`src/rtl/core/shp_pkg.sv`:
```
// ----------------------------------------------------------------------------
// shp_pkg
// Shared types and constants for the 3x3 sharpen filter with mirrored borders.
// ----------------------------------------------------------------------------
package shp_pkg;

  localparam int PIX_W = 8;
  localparam int OUT_W = 10;
  localparam int CFG_W = 11;
  localparam int IDX_W = 2;

  localparam logic [IDX_W-1:0] CFG_IMAGE_WIDTH  = 2'd0;
  localparam logic [IDX_W-1:0] CFG_IMAGE_HEIGHT = 2'd1;

  // window indexed [row][col], row 0 is two rows up, col 0 is two columns back
  typedef logic [2:0][2:0][PIX_W-1:0] win_t;

  // up to four results of one input, slot index is {row step, column step}
  typedef struct packed {
    logic [3:0][PIX_W-1:0] pix;
    logic [OUT_W-1:0]      row0;
    logic [OUT_W-1:0]      col0;
    logic                  two_rows;
    logic                  two_cols;
  } slot_set_t;

endpackage

```
`src/rtl/core/shp_emit.sv`:
```
// ----------------------------------------------------------------------------
// shp_emit
// Result register: holds the results of one input and hands them out in
// row-major order, one per transfer.
// ----------------------------------------------------------------------------
module shp_emit (
  input  logic                      clk,
  input  logic                      rst,
  input  logic                      load,
  input  shp_pkg::slot_set_t        set_in,
  output logic                      free,
  output logic                      out_valid,
  input  logic                      out_ready,
  output logic [shp_pkg::PIX_W-1:0] pixel_out,
  output logic [shp_pkg::OUT_W-1:0] out_row,
  output logic [shp_pkg::OUT_W-1:0] out_col,
  output logic                      run_last,
  output logic                      frame_last
);

  import shp_pkg::*;

  slot_set_t  set_q;
  logic       valid_b;
  logic [1:0] k;
  logic [1:0] k_last;
  logic       take;
  logic       rs;
  logic       cs;

  always_comb begin
    if (set_q.two_rows && set_q.two_cols) begin
      k_last = 2'd3;
    end else if (set_q.two_rows || set_q.two_cols) begin
      k_last = 2'd1;
    end else begin
      k_last = 2'd0;
    end
    rs = set_q.two_cols ? k[1] : k[0];
    cs = set_q.two_cols ? k[0] : 1'b0;
  end

  assign out_valid  = valid_b;
  assign take       = valid_b && out_ready;
  assign run_last   = (k == k_last);
  assign free       = !valid_b || (take && run_last);
  assign pixel_out  = set_q.pix[{rs, cs}];
  assign out_row    = set_q.row0 + OUT_W'(rs);
  assign out_col    = set_q.col0 + OUT_W'(cs);
  // only the bottom-right slot of a four-result set can end the frame
  assign frame_last = set_q.two_rows && set_q.two_cols && run_last;

  always_ff @(posedge clk) begin
    if (rst) begin
      valid_b <= 1'b0;
      k       <= '0;
    end else if (load && free) begin
      valid_b <= 1'b1;
      k       <= '0;
    end else if (take) begin
      if (run_last) begin
        valid_b <= 1'b0;
      end else begin
        k <= k + 2'd1;
      end
    end
  end

  always_ff @(posedge clk) begin
    if (load && free) begin
      set_q <= set_in;
    end
  end

  a_k_bound: assert property (@(posedge clk) disable iff (rst)
    valid_b |-> (k <= k_last))
    else $error("result slot index beyond set size");

  a_frame_run: assert property (@(posedge clk) disable iff (rst)
    (valid_b && frame_last) |-> run_last)
    else $error("frame end not on last result of its input");

  a_drain: assert property (@(posedge clk) disable iff (rst)
    (take && run_last && !load) |=> !out_valid)
    else $error("result register not emptied after last transfer");

endmodule
```
`config.mk`:
```
export PLATFORM = sky130hd
export DESIGN_NAME = shp_emit
export DESIGN_NICKNAME = d
export VERILOG_FILES = /design/src/rtl/core/shp_pkg.sv /design/src/rtl/core/shp_emit.sv
export SDC_FILE = /design/constraint.sdc
export NUM_CORES = 1
export LEC_CHECK = 0
export BUFFER_PORTS_ARGS = -buffer_cell sky130_fd_sc_hd__buf_2
export CORE_MARGIN = 10
export CORE_UTILIZATION = 49
export DETAILED_ROUTE_END_ITERATION = 16
export GPL_TIMING_DRIVEN = 0
export MAX_ROUTING_LAYER = met4
export PLACE_DENSITY = 0.79
export SKIP_LAST_GASP = 1
export SYNTH_ARGS = -nofsm -noshare
export SYNTH_HDL_FRONTEND = slang
export SYNTH_SLANG_ARGS = --single-unit
```
`constraint.sdc`:
```
create_clock -name clk -period 3.1 [get_ports clk]
set_input_delay 0.62 -clock clk [delete_from_list [all_inputs] [get_ports clk]]
set_output_delay 0.62 -clock clk [all_outputs]
set_load 0.005 [all_outputs]
```
==> impl_metrics.csv <==
group,metric,value,unit
setup_path,cp_max_fo,10,
sta,timing_max_transition_violations_final,0,
sta,setup_repair_after_global_routing_missed_its_margin,"no",
clock_tree,clkLatencyLatePin,320,ps
layout,final_layout_size_suffix_gt1_share,41.4,%
layout,antenna_cells,0,
routing,drt_drc_violations_left,0,
logic_synthesis,synth.top_cells.by_count,"edfxtp_1, xnor2_1, nand3_1",
setup_path,endpoint_kind,"output pin",
placement,portBuffers,89,
routing,drt-wirelength-per-cell,17.5,µm
routing,drt.antenna.violating_nets,0,
logic_synthesis,synth_area,2540,µm²
min_path,hold-path-cell-count,1,
logic_synthesis,yosysTopAreaCellShare,63.9,%
logic_synthesis,post_synth_net_total,237,
clock_tree,numCtsBuffers,9,
die,floorplan.initialDensity,50.0,%
die,die_area,8450,µm²
sta,slew_headroom,51.0,%
setup_path,endpoint_of_the_worst_slack_reg_to_reg_timing_path,"set_q[40]",
status,outcome,"finished clean",
setup_path,criticalPathCategory,"reg2out",
setup_path,required,2480,ps
setup_path,timing.reg2reg.setup_slack,690,ps
logic_synthesis,asyncSetResetFlopFracSynth,0,%
setup_path,worst_r2r_startpoint,"set_q[0]",
routing,dr_total_vias,1813,
sta,finalHoldViolCount,0,
placement,pre_cts_slack,310,ps
global_route,grt_use_total,15.0,%
placement,dp_hpwl,4640,µm
sta,setup-tns-final,0,ps
layout,final-instance-count-excl-fill,350,
sta,timing.final.crit_period,2910,ps
logic_synthesis,yosys.cell_count.top_type,"edfxtp_1",
min_path,worst_hold_path.endpoint,"set_q[43]",
logic_synthesis,synth_sequential_area_ratio,66.3,%
clock_tree,clockRootBuffer,"clkbuf_8",
placement,dp.cells,335,
logic_synthesis,synth.top_cells.by_area,"edfxtp_1, xnor2_1, mux2i_1",
logic_synthesis,avgSynthCellArea,14.5,µm²
logic_synthesis,synth_cell_type_count,37,
layout,finish.instance_area,3250,µm²
logic_synthesis,syn_warnings,0,
logic_synthesis,ffs_latches_synth,57,
power,design_power_total,1.65,mW
die,die_h,91.9,µm
sta,worst-slew-pin-transition,735,ps
clock_tree,hold_buffers,0,
sta,setup_viol,0,
logic_synthesis,synth_edf_count,54,
die,std_cell_rows,26,
die,boundaryPins,90,
global_route,grt_overflow,0,
min_path,hold_path_class,"in2reg",
global_route,number_of_antenna_violations_at_the_first_check_in_global_routing,0,
placement,detailed_place.area,3100,µm²
logic_synthesis,primary_flip_flop_cell_chosen_by_synthesis_mapping,"edfxtp_1",
routing,finalWirelength,6140,µm
layout,post-route-util,64.0,%
setup_path,critical_path.startpoint_type,"register",
sta,finalHoldWorstSlack,466,ps
layout,post_layout_net_count,337,
clock_tree,clk_pin_slew_worst_paths,60,ps
sta,timing.final.ws_setup,189,ps
global_route,first_global_vias,1970,
power,powerDensity,507,nW/µm²
setup_path,ff2ff_path_depth,6,
clock_tree,clock_path_buffers,2,
power,irDropWorstVdd,356,µV
min_path,hold_start,"set_in[43]",
routing,drt_iter0_markers,86,
setup_path,data_arrival_time_of_the_critical_path,2290,ps
routing,avgViaCountPerCell,5.18,
layout,syn_to_final_growth,28.1,%
power,p_leak,1.28,nW
placement,finalWeightedCongestion,0.816,
sta,fin_worst_skew,5.83,ps
die,fp.coreArea,5070,µm²
sta,clock.fmax,0.344,GHz
clock_tree,cts_num_sinks,57,
logic_synthesis,synth_largest_area_cell,"edfxtp_1",
clock_tree,cts-htree-levels,3,
global_route,grt_max_degree,29,
job,drv.max_cap_violation_count,0,
logic_synthesis,post_syn_instances,175,
die,floorplan.die.width,91.9,µm
global_route,grt_first_pass_wirelength,9640,µm
clock_tree,clock_tree_from_tritoncts,"yes",
sta,finalCritPeriodShare,93.9,%
routing,drt_pass1_iterations,4,
[layout make-up]
cell class / count / area [µm²]
inverter: 2 / 7.51
multi-input combinational: 108 / 800
clock inverter: 6 / 25.0
fill: 414 / 1830
clock buffer: 10 / 128
sequential: 57 / 1680
tap: 70 / 87.6
buffer: 7 / 46.3
timing repair buffer: 90 / 473
[sequential cells by signal, summed over array words and instances, names as in the netlist]
register and count:
set_q 54, out_valid 1, k 2
[placed cells by master (no fill, tap or decap), drive strengths merged]
master / synthesis / routed
o211ai: 2 / 2
nand2: 8 / 8
dfxtp: 3 / 3
mux2i: 8 / 8
nor2b: 7 / 7
clkbuf: 2 / 11
o21ai: 3 / 3
and2: 3 / 3
a31oi: 1 / 1
mux2: 1 / 1
xor2: 5 / 5
nand2b: 2 / 2
clkinv: 0 / 6
o22ai: 8 / 8
a32oi: 1 / 1
nor4bb: 1 / 1
a2111oi: 1 / 1
buf: 6 / 96
a21oi: 1 / 1
inv: 2 / 2
nor2: 5 / 5
nor3: 1 / 1
nand3: 10 / 10
edfxtp: 54 / 54
a211oi: 8 / 8
ha: 4 / 4
a21o: 1 / 1
a221oi: 8 / 8
and2b: 2 / 2
nand4: 3 / 3
and3: 2 / 2
xnor2: 12 / 12
[worst max-delay path, cell delays in order (launching register included)]
cell and delay [ps]:
dfxtp_1 470, inv_2 180, o21ai_2 170, buf_6 190, ha_1 230, ha_1 260, nand2_1 70, nor2_1 120
xor2_1 140, buf_2 130
[cells by family after synthesis]
logic type / share of synthesized area (%)
mux: 3.60
fa+ha+maj: 1.97
compound gates: 10.3
buf+inv: 2.27
xor+xnor: 6.17
simple gates: 9.37
flops: 66.3
[timing repair]
item                                    CTS  global route
gates cloned                              0             0
resized for setup                         0             1
pin swaps                                 0             0
buffers inserted                          0             0
endpoints found under the setup margin    5             6
hold endpoints to repair                  0             0
[routing by layer]
| metal | wire length, µm | GRT usage (%) |
|---|---|---|
| met5 | 0 | - |
| met3 | 271 | 3.83 |
| met4 | 117 | 6.94 |
| met2 | 3330 | 25.6 |
| met1 | 2420 | 16.0 |
[worst max-delay path by stage]
stage | start | to | slack (ps) | cells after the start
floorplan | out_ready | set_q[0] | 300 | 4
global placement | out_ready | set_q[40] | -320 | 5
detailed placement | set_q[0] | out_col[8] | 310 | 9
CTS | set_q[0] | out_col[9] | 80 | 8
global route | k[0] | out_row[6] | 30 | 9
finish | k[0] | out_row[6] | 190 | 9
[power breakdown]
part / switching, mW / leakage (nW) / total [mW] / internal [mW]
Sequential: 0.0265 / 0.541 / 0.927 / 0.901
Combinational: 0.0892 / 0.654 / 0.180 / 0.0904
Clock: 0.266 / 0.0800 / 0.541 / 0.276
No activity file was read; power rests on OpenSTA's default activity.
