### config.mk
export PLATFORM = sky130hd
export DESIGN_NAME = shp_kernel
export DESIGN_NICKNAME = d
export VERILOG_FILES = /design/src/rtl/core/shp_pkg.sv /design/src/rtl/core/shp_kernel.sv
export SDC_FILE = /design/constraint.sdc
export NUM_CORES = 1
export LEC_CHECK = 0
export BUFFER_PORTS_ARGS = -buffer_cell sky130_fd_sc_hd__buf_2
export CAP_MARGIN = 10
export CORE_MARGIN = 5
export CORE_UTILIZATION = 45
export DETAILED_ROUTE_END_ITERATION = 6
export PLACE_DENSITY = 0.8
export SLEW_MARGIN = 20
export SYNTH_ARGS = -nofsm -noshare
export SYNTH_HDL_FRONTEND = slang
export SYNTH_SLANG_ARGS = --single-unit
### constraint.sdc
create_clock -name vclk -period 3.6
set_input_delay 0.18 -clock vclk [all_inputs]
set_output_delay 0.18 -clock vclk [all_outputs]
set_load 0.05 [all_outputs]
### src/rtl/core/shp_pkg.sv
// ----------------------------------------------------------------------------
// shp_pkg
// Shared types and constants for the 3x3 sharpen filter with mirrored borders.
// ----------------------------------------------------------------------------
package shp_pkg;

  localparam int PIX_W = 8;
  localparam int OUT_W = 10;
  localparam int CFG_W = 11;
  localparam int IDX_W = 2;

  localparam logic [IDX_W-1:0] CFG_IMAGE_WIDTH  = 2'd0;
  localparam logic [IDX_W-1:0] CFG_IMAGE_HEIGHT = 2'd1;

  // window indexed [row][col], row 0 is two rows up, col 0 is two columns back
  typedef logic [2:0][2:0][PIX_W-1:0] win_t;

  // up to four results of one input, slot index is {row step, column step}
  typedef struct packed {
    logic [3:0][PIX_W-1:0] pix;
    logic [OUT_W-1:0]      row0;
    logic [OUT_W-1:0]      col0;
    logic                  two_rows;
    logic                  two_cols;
  } slot_set_t;

endpackage

### src/rtl/core/shp_kernel.sv
// ----------------------------------------------------------------------------
// shp_kernel
// Five-point sharpen: 5*centre minus four neighbours, clamped to 0..255.
// ----------------------------------------------------------------------------
module shp_kernel (
  input  logic [shp_pkg::PIX_W-1:0] centre,
  input  logic [shp_pkg::PIX_W-1:0] up,
  input  logic [shp_pkg::PIX_W-1:0] dn,
  input  logic [shp_pkg::PIX_W-1:0] lf,
  input  logic [shp_pkg::PIX_W-1:0] rt,
  output logic [shp_pkg::PIX_W-1:0] pix
);

  import shp_pkg::*;

  logic signed [11:0] sum;

  always_comb begin
    sum = $signed({2'b00, centre, 2'b00}) + $signed({4'b0000, centre})
        - $signed({4'b0000, up}) - $signed({4'b0000, dn})
        - $signed({4'b0000, lf}) - $signed({4'b0000, rt});
    if (sum[11]) begin
      pix = '0;
    end else if (sum[10:8] != 3'b000) begin
      pix = '1;
    end else begin
      pix = sum[7:0];
    end
  end

endmodule

==> impl_metrics.yaml, run 1 <==
outcome:
  outcome: "finished with violations"
  violations: "setup timing"
grt:
  antenna_found_initial: 0
  grt_usage_pct: 14.34
  grt_pass1_vias: 1379
  grt_overflow: 0
  grt_pass1_wl_mm: 5.126
  grt_max_degree: 9
sta:
  fin_crit_sh_pct: 103.9
  fmax_ghz: 0.2674
  layout_setup_ws_ns: -0.1394
  slew_headroom_pct: 80.12
  drv_slew: 0
  rsz0062_at_grt: "yes"
  worst_pin_slew_ns: 0.2960
  period_minus_slack_ns: 3.739
  setup_viol: 8
  finalHoldViolations: 0
power:
  leakagePower_nw: 1.185
  clkPwrFrac_pct: 0
  vdd_drop_max_mv: 0.5448
  netSwitchingPower_mw: 1.046
  p_per_area_nw_per_um2: 897.3
  power.share.switching_pct: 53.37
  combPwrFrac_pct: 100.0
  seqPwrFrac_pct: 0
  total_power_mw: 1.960
  intPower_uw: 914.0
yosys:
  synth-simple-area-share_pct: 3.846
  synth_top_area_cell: "fa_1"
  synth_compound_area_share_pct: 13.69
  syn_avg_cell_area_um2: 8.427
  synth_top_family_by_area: "adder cells"
  synth.yosys.seq_area_share_pct: 0
  ys_warn_count: 0
  yosysMostFrequentCell: "inv_1"
  synthAdderAreaFrac_pct: 56.35
  muxShareOfSynthArea_pct: 0.7156
  synth_xor_area_share_pct: 6.887
  synthCells: 166
  synth.top_cells.by_area: "fa_1, inv_1, ha_1"
  synth_commonest_cells: "inv_1, fa_1, a21oi_1, ha_1, xnor2_1"
  yosysTopAreaCellShare_pct: 42.93
  ys_types: 21
  netlist_area_um2: 1399
  syn_nets: 251
route:
  firstDrtPassIters: 4
  drcViolationCount: 0
  drt_wl_total_mm: 2.846
  viasPerCell: 4.488
  via_count: 1270
  drt.antenna.violating_nets: 0
  drt_iter0_drc: 10
  wl_per_cell_um: 10.06
final_layout:
  finalNetCount: 326
  seq_cells: 0
  n_fill_cell: 228
  multi_input_area_um2: 1329
  antennaDiodeCount: 0
  drive_gt1_share_pct: 44.77
  post-route-cell-area_um2: 2185
  instances_no_fill: 283
  syn_to_final_growth_pct: 56.17
  utilization_pct: 72.15
  seqCellArea_um2: 0
  n_clock_buffer: 0
run:
  cap_viol_max_count: 0
worst_hold_path:
  hp-class: "input pin to output port"
placement:
  dpl_cell_area_um2: 2008
  port_buffers: 48
  dp_hpwl_mm: 2.516
  gp_congestion: 0.8000
  placedCellCount: 279
critical_path:
  critical_path_class: "input pin to output port"
  cp_max_fo: 8
  cp_data_required_time_ns: 3.42
  arrival_ns: 3.56
  end_kind: "output port"
  cp-start-kind: "input pin"
floorplanning:
  die_w_um: 65.76
  die_area_um2: 4324
  die_height_um: 65.76
  io_pins: 48
  start_util_pct: 46.20
  fp-row-count: 20
  core_area_um2: 3028
clocking:
  hold_buffers: 0
## power by group through the flow
stage          clock [mW]  combinational, mW  sequential, mW
2_1_floorplan           0               1.24               0
3_3_place_gp            0               1.63               0
3_5_place_dp            0               1.64               0
4_1_cts                 0               1.83               0
5_1_grt                 0               2.13               0
6_report                0               1.96               0
## final cells by class
cell class,instances,share of cell area [%]
Multi-Input combinational cell,97,60.82
Inverter,69,12.20
Tap cell,44,2.520
Timing Repair Buffer,73,24.46
## metrics by stage
step	setup TNS [ns]	setup WS, ns	hold slack [ns]
after floorplan	-2.093	-0.2642	0.7700
after global placement	-4.592	-0.5787	1.111
after detailed placement	-5.060	-0.6382	1.123
after CTS	-1.577	-0.2022	1.040
after global routing	-2.391	-0.3204	1.086
final	-0.9941	-0.1394	1.025
## cells in the final DEF, fill, tap and decap left out
cell       n
a211oi_2   1
a21o_1     3
a21oi_1    5
a21oi_2    3
a21oi_4    8
a221oi_2   1
a31oi_4    1
buf_12     2
buf_2     35
buf_4     23
buf_6     13
fa_1      28
fa_2       2
ha_1      11
ha_4       4
inv_1     60
inv_2      8
inv_8      1
mux2i_1    1
nand2_1    4
nand3_1    3
nor2_1     2
nor3_4     1
o211ai_1   2
o21a_1     1
o21ai_0    1
o21ai_2    2
o21bai_1   1
o22ai_2    1
xnor2_1    8
xnor2_2    1
xor2_1     2
## path summary, 6_finish.rpt
path,cells past startpoint,from,endpoint
setup / recovery,16,dn[1],pix[1]
hold / removal,5,centre[0],pix[0]
## critical path, stage by stage
cell,delay [ns]
buf_6,0.07
inv_2,0.03
fa_1,0.50
fa_1,0.49
inv_1,0.05
fa_1,0.49
inv_2,0.05
fa_2,0.35
a211oi_2,0.21
o21ai_2,0.11
a221oi_2,0.31
xnor2_1,0.20
nor3_4,0.07
buf_12,0.16
a21oi_4,0.14
buf_6,0.16
## kinds of logic after synthesis
family | after synthesis
buf+inv | 69
compound gates | 30
mux | 1
xor+xnor | 11
simple gates | 10
fa+ha+maj | 45
## metal layers
metal	global-route usage, %	vias up	routed length [um]
met5	0	-	0
met4	2.332	0	17
met3	0.5128	2	105
met2	30.41	25	1679
met1	15.31	608	1045
li1	-	635	-
## what timing repair did
item	CTS	global route
buffers inserted	2	3
setup endpoints to repair	8	8
pin swaps	10	25
resized for setup	23	14
Note: power is estimated with default switching activity, not from simulation.
==> run 2, diff against run 1 <==
--- a/config.mk
+++ b/config.mk
@@ -10,6 +10,7 @@
 export CORE_MARGIN = 5
 export CORE_UTILIZATION = 45
 export DETAILED_ROUTE_END_ITERATION = 6
+export GPL_TIMING_DRIVEN = 0
 export PLACE_DENSITY = 0.8
 export SLEW_MARGIN = 20
 export SYNTH_ARGS = -nofsm -noshare
==> constraint.sdc (replaced) <==
create_clock -name vclk -period 3.6
set_input_delay 0.54 -clock vclk [all_inputs]
set_output_delay 0.54 -clock vclk [all_outputs]
set_load 0.05 [all_outputs]
==> run 2 against run 1 <==
  * The flow still finishes with violations (setup timing)
  * Global-route usage fell by 1.4 points
  * Power is 5.5% lower
  * First-iteration DRC count fell by 30%
  * Final area shrank 4.8%
  * Critical endpoint is now pix[5]
  * Cell count is 5.7% lower
  * Core utilization shrank 3.4 points
  * Largest cell class unchanged
  * Non-clock buffer count decreased by 16
  * Sequential share of layout area did not move
  * Critical path depth did not move
  * Combinational power is 6% lower
  * Setup slack got worse by 0.79 ns
==> impl_metrics.yaml, run 2 (synthesized netlist as in run 1, its figures left out) <==
run:
  cap_viol_max_count: 0
sta:
  drv_slew: 0
  worst_pin_slew_ns: 0.2850
  rsz0062_at_grt: "yes"
  holdWs_ns: 1.778
  setup_viol: 8
  slew_headroom_pct: 80.94
  layout_setup_ws_ns: -0.9292
  finalHoldViolations: 0
  fin_crit_sh_pct: 125.8
  fmax_ghz: 0.2208
  period_minus_slack_ns: 4.529
route:
  drcViolationCount: 0
  maxUsedRoutingLayer: "met3"
  wl_per_cell_um: 10.46
  dr_wl_met3_um: 109
  drt_iter0_drc: 7
  met1_length_mm: 1.030
  viasPerCell: 4.547
  via_count: 1214
  drt.antenna.violating_nets: 0
  drt_wl_total_mm: 2.792
  firstDrtPassIters: 3
  met2_wirelength_mm: 1.652
floorplanning:
  start_util_pct: 46.20
  fp-row-count: 20
  die_height_um: 65.76
  core_area_um2: 3028
  die_w_um: 65.76
  die_area_um2: 4324
  io_pins: 48
final_layout:
  n_fill_cell: 253
  drive_gt1_share_pct: 43.05
  finalNetCount: 310
  syn_to_final_growth_pct: 48.75
  final_common_cell: "inv_1"
  seq_cells: 0
  multi_input_area_um2: 1355
  antennaDiodeCount: 0
  instances_no_fill: 267
  layout_common_cells: "inv_1, buf_2, fa_1"
  seqCellArea_um2: 0
  n_clock_buffer: 0
power:
  vdd_drop_max_mv: 0.3858
  leakagePower_nw: 1.106
  p_per_area_nw_per_um2: 890.5
  total_power_mw: 1.853
worst_hold_path:
  min_delay_path_depth: 5
  hold-path-endpoint: "pix[0]"
  hp-start: "centre[0]"
  hp-class: "input pin to output port"
outcome:
  outcome: "finished with violations"
  violations: "setup timing"
grt:
  grt_pass1_vias: 1253
  grt_usage_pct: 12.97
  grt_pass1_wl_mm: 4.657
  grt_overflow: 0
  grt_max_degree: 9
  antenna_found_initial: 0
critical_path:
  cpMaxStageDelayCell: "fa_1"
  path_cells: "buf_6, inv_4, fa_1, fa_1, inv_1, fa_1, inv_2, fa_2, a211oi_2, o21ai_2, a221oi_2, xnor2_1, nor3_4, buf_12, a21oi_4, buf_6"
  slowest_delay_ns: 0.49
  critical_path_class: "input pin to output port"
  arrival_ns: 3.99
  end_kind: "output port"
  cp-start-kind: "input pin"
  crit_top_cell: "fa_1"
  cp_data_required_time_ns: 3.06
  cp_max_fo: 7
clocking:
  hold_buffers: 0
placement:
  placedCellCount: 258
  dp_hpwl_mm: 2.419
  port_buffers: 48
  gp_congestion: 0.6950
run 2: stage by stage:
step / worst slack (ns) / TNS, ns / util (%) / cell area (um2)
2_1_floorplan: -0.9842 / -7.853 / - / 1543
3_3_place_gp: -1.413 / -11.22 / 60.70 / 1838
3_5_place_dp: -1.452 / -11.52 / 60.70 / 1838
4_1_cts: -0.9636 / -7.685 / 64.59 / 1956
5_1_grt: -1.085 / -8.476 / 68.72 / 2081
6_report: -0.9292 / -7.271 / 68.72 / 2081
run 2: area by class of cell:
class | count | share of cell area, %
Inverter | 69 | 12.93
Tap cell | 44 | 2.646
Multi-Input combinational cell | 97 | 65.12
Timing Repair Buffer | 57 | 19.30
run 2: worst max path at each step:
stage	start	to	slack, ns	cells past startpoint
floorplan	lf[1]	pix[0]	-0.98	13
global placement	lf[1]	pix[5]	-1.41	15
detailed placement	lf[1]	pix[5]	-1.45	15
CTS	dn[1]	pix[5]	-0.96	16
global route	dn[1]	pix[2]	-1.09	16
finish	dn[1]	pix[5]	-0.93	16
run 2: routing by layer:
layer,GRT usage (%),vias to the layer above
met2,27.78,23
met1,14.67,585
met4,0,0
li1,-,606
met3,0.1709,0
met5,0,-
run 2: report_power, final:
part	internal (mW)	switching, mW	leakage, nW
clock network	0	0	0
logic	0.823	1.03	1.11
registers	0	0	0
run 2: critical path, delay by kind of cell:
| family | cells | cell delay, ns |
|---|---|---|
| adders and majority gates | 4 | 1.83 |
| AOI/OAI and AO/OA | 4 | 0.68 |
| buffers and inverters | 6 | 0.55 |
| and+or+nand+nor | 1 | 0.23 |
| xor gates and xnor gates | 1 | 0.15 |
run 2: repair_timing:
item	CTS	global route
pin swaps	13	23
gates cloned	0	0
gates resized for setup	21	21
buffers inserted	3	7
endpoints found under the setup margin	8	8
==> run 3, diff against run 2 <==
--- a/config.mk
+++ b/config.mk
@@ -5,13 +5,14 @@
 export SDC_FILE = /design/constraint.sdc
 export NUM_CORES = 1
 export LEC_CHECK = 0
+export ABC_AREA = 1
 export BUFFER_PORTS_ARGS = -buffer_cell sky130_fd_sc_hd__buf_2
 export CAP_MARGIN = 10
 export CORE_MARGIN = 5
 export CORE_UTILIZATION = 45
 export DETAILED_ROUTE_END_ITERATION = 6
 export GPL_TIMING_DRIVEN = 0
-export PLACE_DENSITY = 0.8
+export PLACE_DENSITY = 0.79
 export SLEW_MARGIN = 20
 export SYNTH_ARGS = -nofsm -noshare
 export SYNTH_HDL_FRONTEND = slang
==> run 3 against run 2 <==
  * The flow still finishes with violations (setup timing)
  * Setup slack improved by 0.24 ns
  * Fmax is 5.7% higher
  * Routed wire length is 19% higher
  * Count of clock-buffer cells in the layout is the same
  * Non-clock buffer count is 2 lower
  * Core utilization decreased by 1.3 points
  * Largest power group unchanged
  * Cell count grew 17%
  * Critical path depth grew 4
==> impl_metrics.yaml, run 3 <==
critical_path:
  end_kind: "output port"
  cp_max_fo: 8
  arrival_ns: 3.75
  critical_path_class: "input pin to output port"
  cp_data_required_time_ns: 3.06
  cp-startpoint: "centre[3]"
  cp-start-kind: "input pin"
power:
  total_power_mw: 2.031
  combPwrFrac_pct: 100.0
  clkPwrFrac_pct: 0
  leakagePower_nw: 1.245
  p_per_area_nw_per_um2: 909.7
  seqPwrFrac_pct: 0
  vdd_drop_max_mv: 0.3655
  intPower_uw: 834.0
  netSwitchingPower_mw: 1.197
  power.share.switching_pct: 58.93
worst_hold_path:
  hp-start: "centre[0]"
  hold-path-endpoint: "pix[0]"
  min_delay_path_depth: 5
  hp-class: "input pin to output port"
yosys:
  synth_commonest_cells: "inv_1, nand2_1, fa_1, ha_1, a21oi_1"
  synth_top_area_cell: "fa_1"
  synthCells: 211
  syn_avg_cell_area_um2: 7.228
  yosysMostFrequentCell: "inv_1"
  ys_types: 18
  ys_warn_count: 0
  syn_nets: 296
  yosysTopAreaCellShare_pct: 39.38
  netlist_area_um2: 1525
  synth.yosys.seq_area_share_pct: 0
  synth.top_cells.by_area: "fa_1, inv_1, ha_1"
sta:
  fmax_ghz: 0.2334
  drv_slew: 0
  slew_headroom_pct: 77.66
  rsz0062_at_grt: "yes"
  tns_ns: -5.387
  setup_viol: 8
  fin_crit_sh_pct: 119.0
  layout_setup_ws_ns: -0.6852
  period_minus_slack_ns: 4.285
  finalHoldViolations: 0
  worst_pin_slew_ns: 0.3316
placement:
  port_buffers: 48
  dp_slack_ns: -0.9461
  gp_congestion: 0.8341
  dp_hpwl_mm: 2.812
route:
  viasPerCell: 4.487
  drcViolationCount: 0
  via_count: 1400
  drt.antenna.violating_nets: 0
  wl_per_cell_um: 10.65
  drt_wl_total_mm: 3.322
  drt_iter0_drc: 8
  firstDrtPassIters: 4
final_layout:
  n_clock_buffer: 0
  final_common_cell: "inv_1"
  finalNetCount: 353
  seq_cells: 0
  layout_common_cells: "inv_1, buf_2, fa_1"
  syn_to_final_growth_pct: 46.35
  seqCellArea_um2: 0
  drive_gt1_share_pct: 40.23
  antennaDiodeCount: 0
  n_fill_cell: 295
floorplanning:
  start_util_pct: 46.07
  die_area_um2: 4654
  fp-row-count: 21
  core_area_um2: 3311
  die_height_um: 68.22
  io_pins: 48
  die_w_um: 68.22
outcome:
  outcome: "finished with violations"
  violations: "setup timing"
grt:
  grt_pass1_vias: 1454
  grt_overflow: 0
  grt_pass1_wl_mm: 5.754
  grt_usage_pct: 15.56
  grt_max_degree: 9
  antenna_found_initial: 0
run:
  cap_viol_max_count: 0
[run 3: critical path: stages]
cell and delay, ns:
buf_4 0.10, inv_2 0.04, fa_1 0.56, inv_2 0.05, fa_1 0.52, inv_1 0.05, fa_1 0.50, inv_2 0.05
ha_4 0.31, nand3_2 0.07, nand3_2 0.09, nand2_2 0.06, nand2_1 0.05, nand2_1 0.04, nand2_1 0.09, nand3_2 0.10
nor2_4 0.13, buf_12 0.16, a21oi_4 0.07, buf_8 0.15
[run 3: cell type report]
type	count	area [um2]	area share, %
multi-input cells	129	1490	66.76
inverters	82	310.3	13.90
repair buffers	55	374.1	16.76
well taps	46	57.56	2.578
[run 3: how the worst max path moves through the flow]
stage | end | slack (ns)
3_5_place_dp | pix[2] | -0.95
4_1_cts | pix[2] | -0.63
2_1_floorplan | pix[0] | -0.52
3_3_place_gp | pix[2] | -0.90
6_report | pix[2] | -0.69
5_1_grt | pix[2] | -0.83
[run 3: timing repair]
item | 4_1_cts | 5_1_grt
setup buffers | 7 | 1
pin swaps | 18 | 17
hold buffers | 0 | 0
resized for setup | 34 | 12
endpoints found under the setup margin | 8 | 8
[run 3: metal layers]
layer / vias to the layer above / GRT usage (%) / wire length [um]
li1: 717 / - / -
met1: 659 / 18.53 / 1269
met2: 24 / 32.37 / 1925
met3: 0 / 0.1642 / 127
met4: 0 / 0 / 0
met5: - / 0 / 0
[run 3: cell families after synthesis]
family | count (synthesis) | share of synthesized area (%)
xor+xnor | 8 | 4.594
compound gates | 17 | 5.907
buf+inv | 82 | 20.18
mux | 1 | 0.6563
simple gates | 58 | 16.98
fa+ha+maj | 45 | 51.68
[run 3: through the flow]
step | hold WS, ns | cell area (um2) | std cells | util (%)
2_1_floorplan | 1.480 | 1704 | 211 | -
6_report | 1.765 | 2232 | 312 | 67.42
3_5_place_dp | 1.820 | 2002 | 305 | 60.47
5_1_grt | 1.822 | 2232 | 312 | 67.42
4_1_cts | 1.740 | 2193 | 312 | 66.25
3_3_place_gp | 1.802 | 2002 | 305 | 60.47
[run 3: power groups by stage]
| stage | clock, mW | combinational, mW | sequential, mW |
|---|---|---|---|
| 6_report | 0 | 2.03 | 0 |
| 5_1_grt | 0 | 2.21 | 0 |
| 4_1_cts | 0 | 1.96 | 0 |
| 3_5_place_dp | 0 | 1.62 | 0 |
| 3_3_place_gp | 0 | 1.59 | 0 |
| 2_1_floorplan | 0 | 1.36 | 0 |
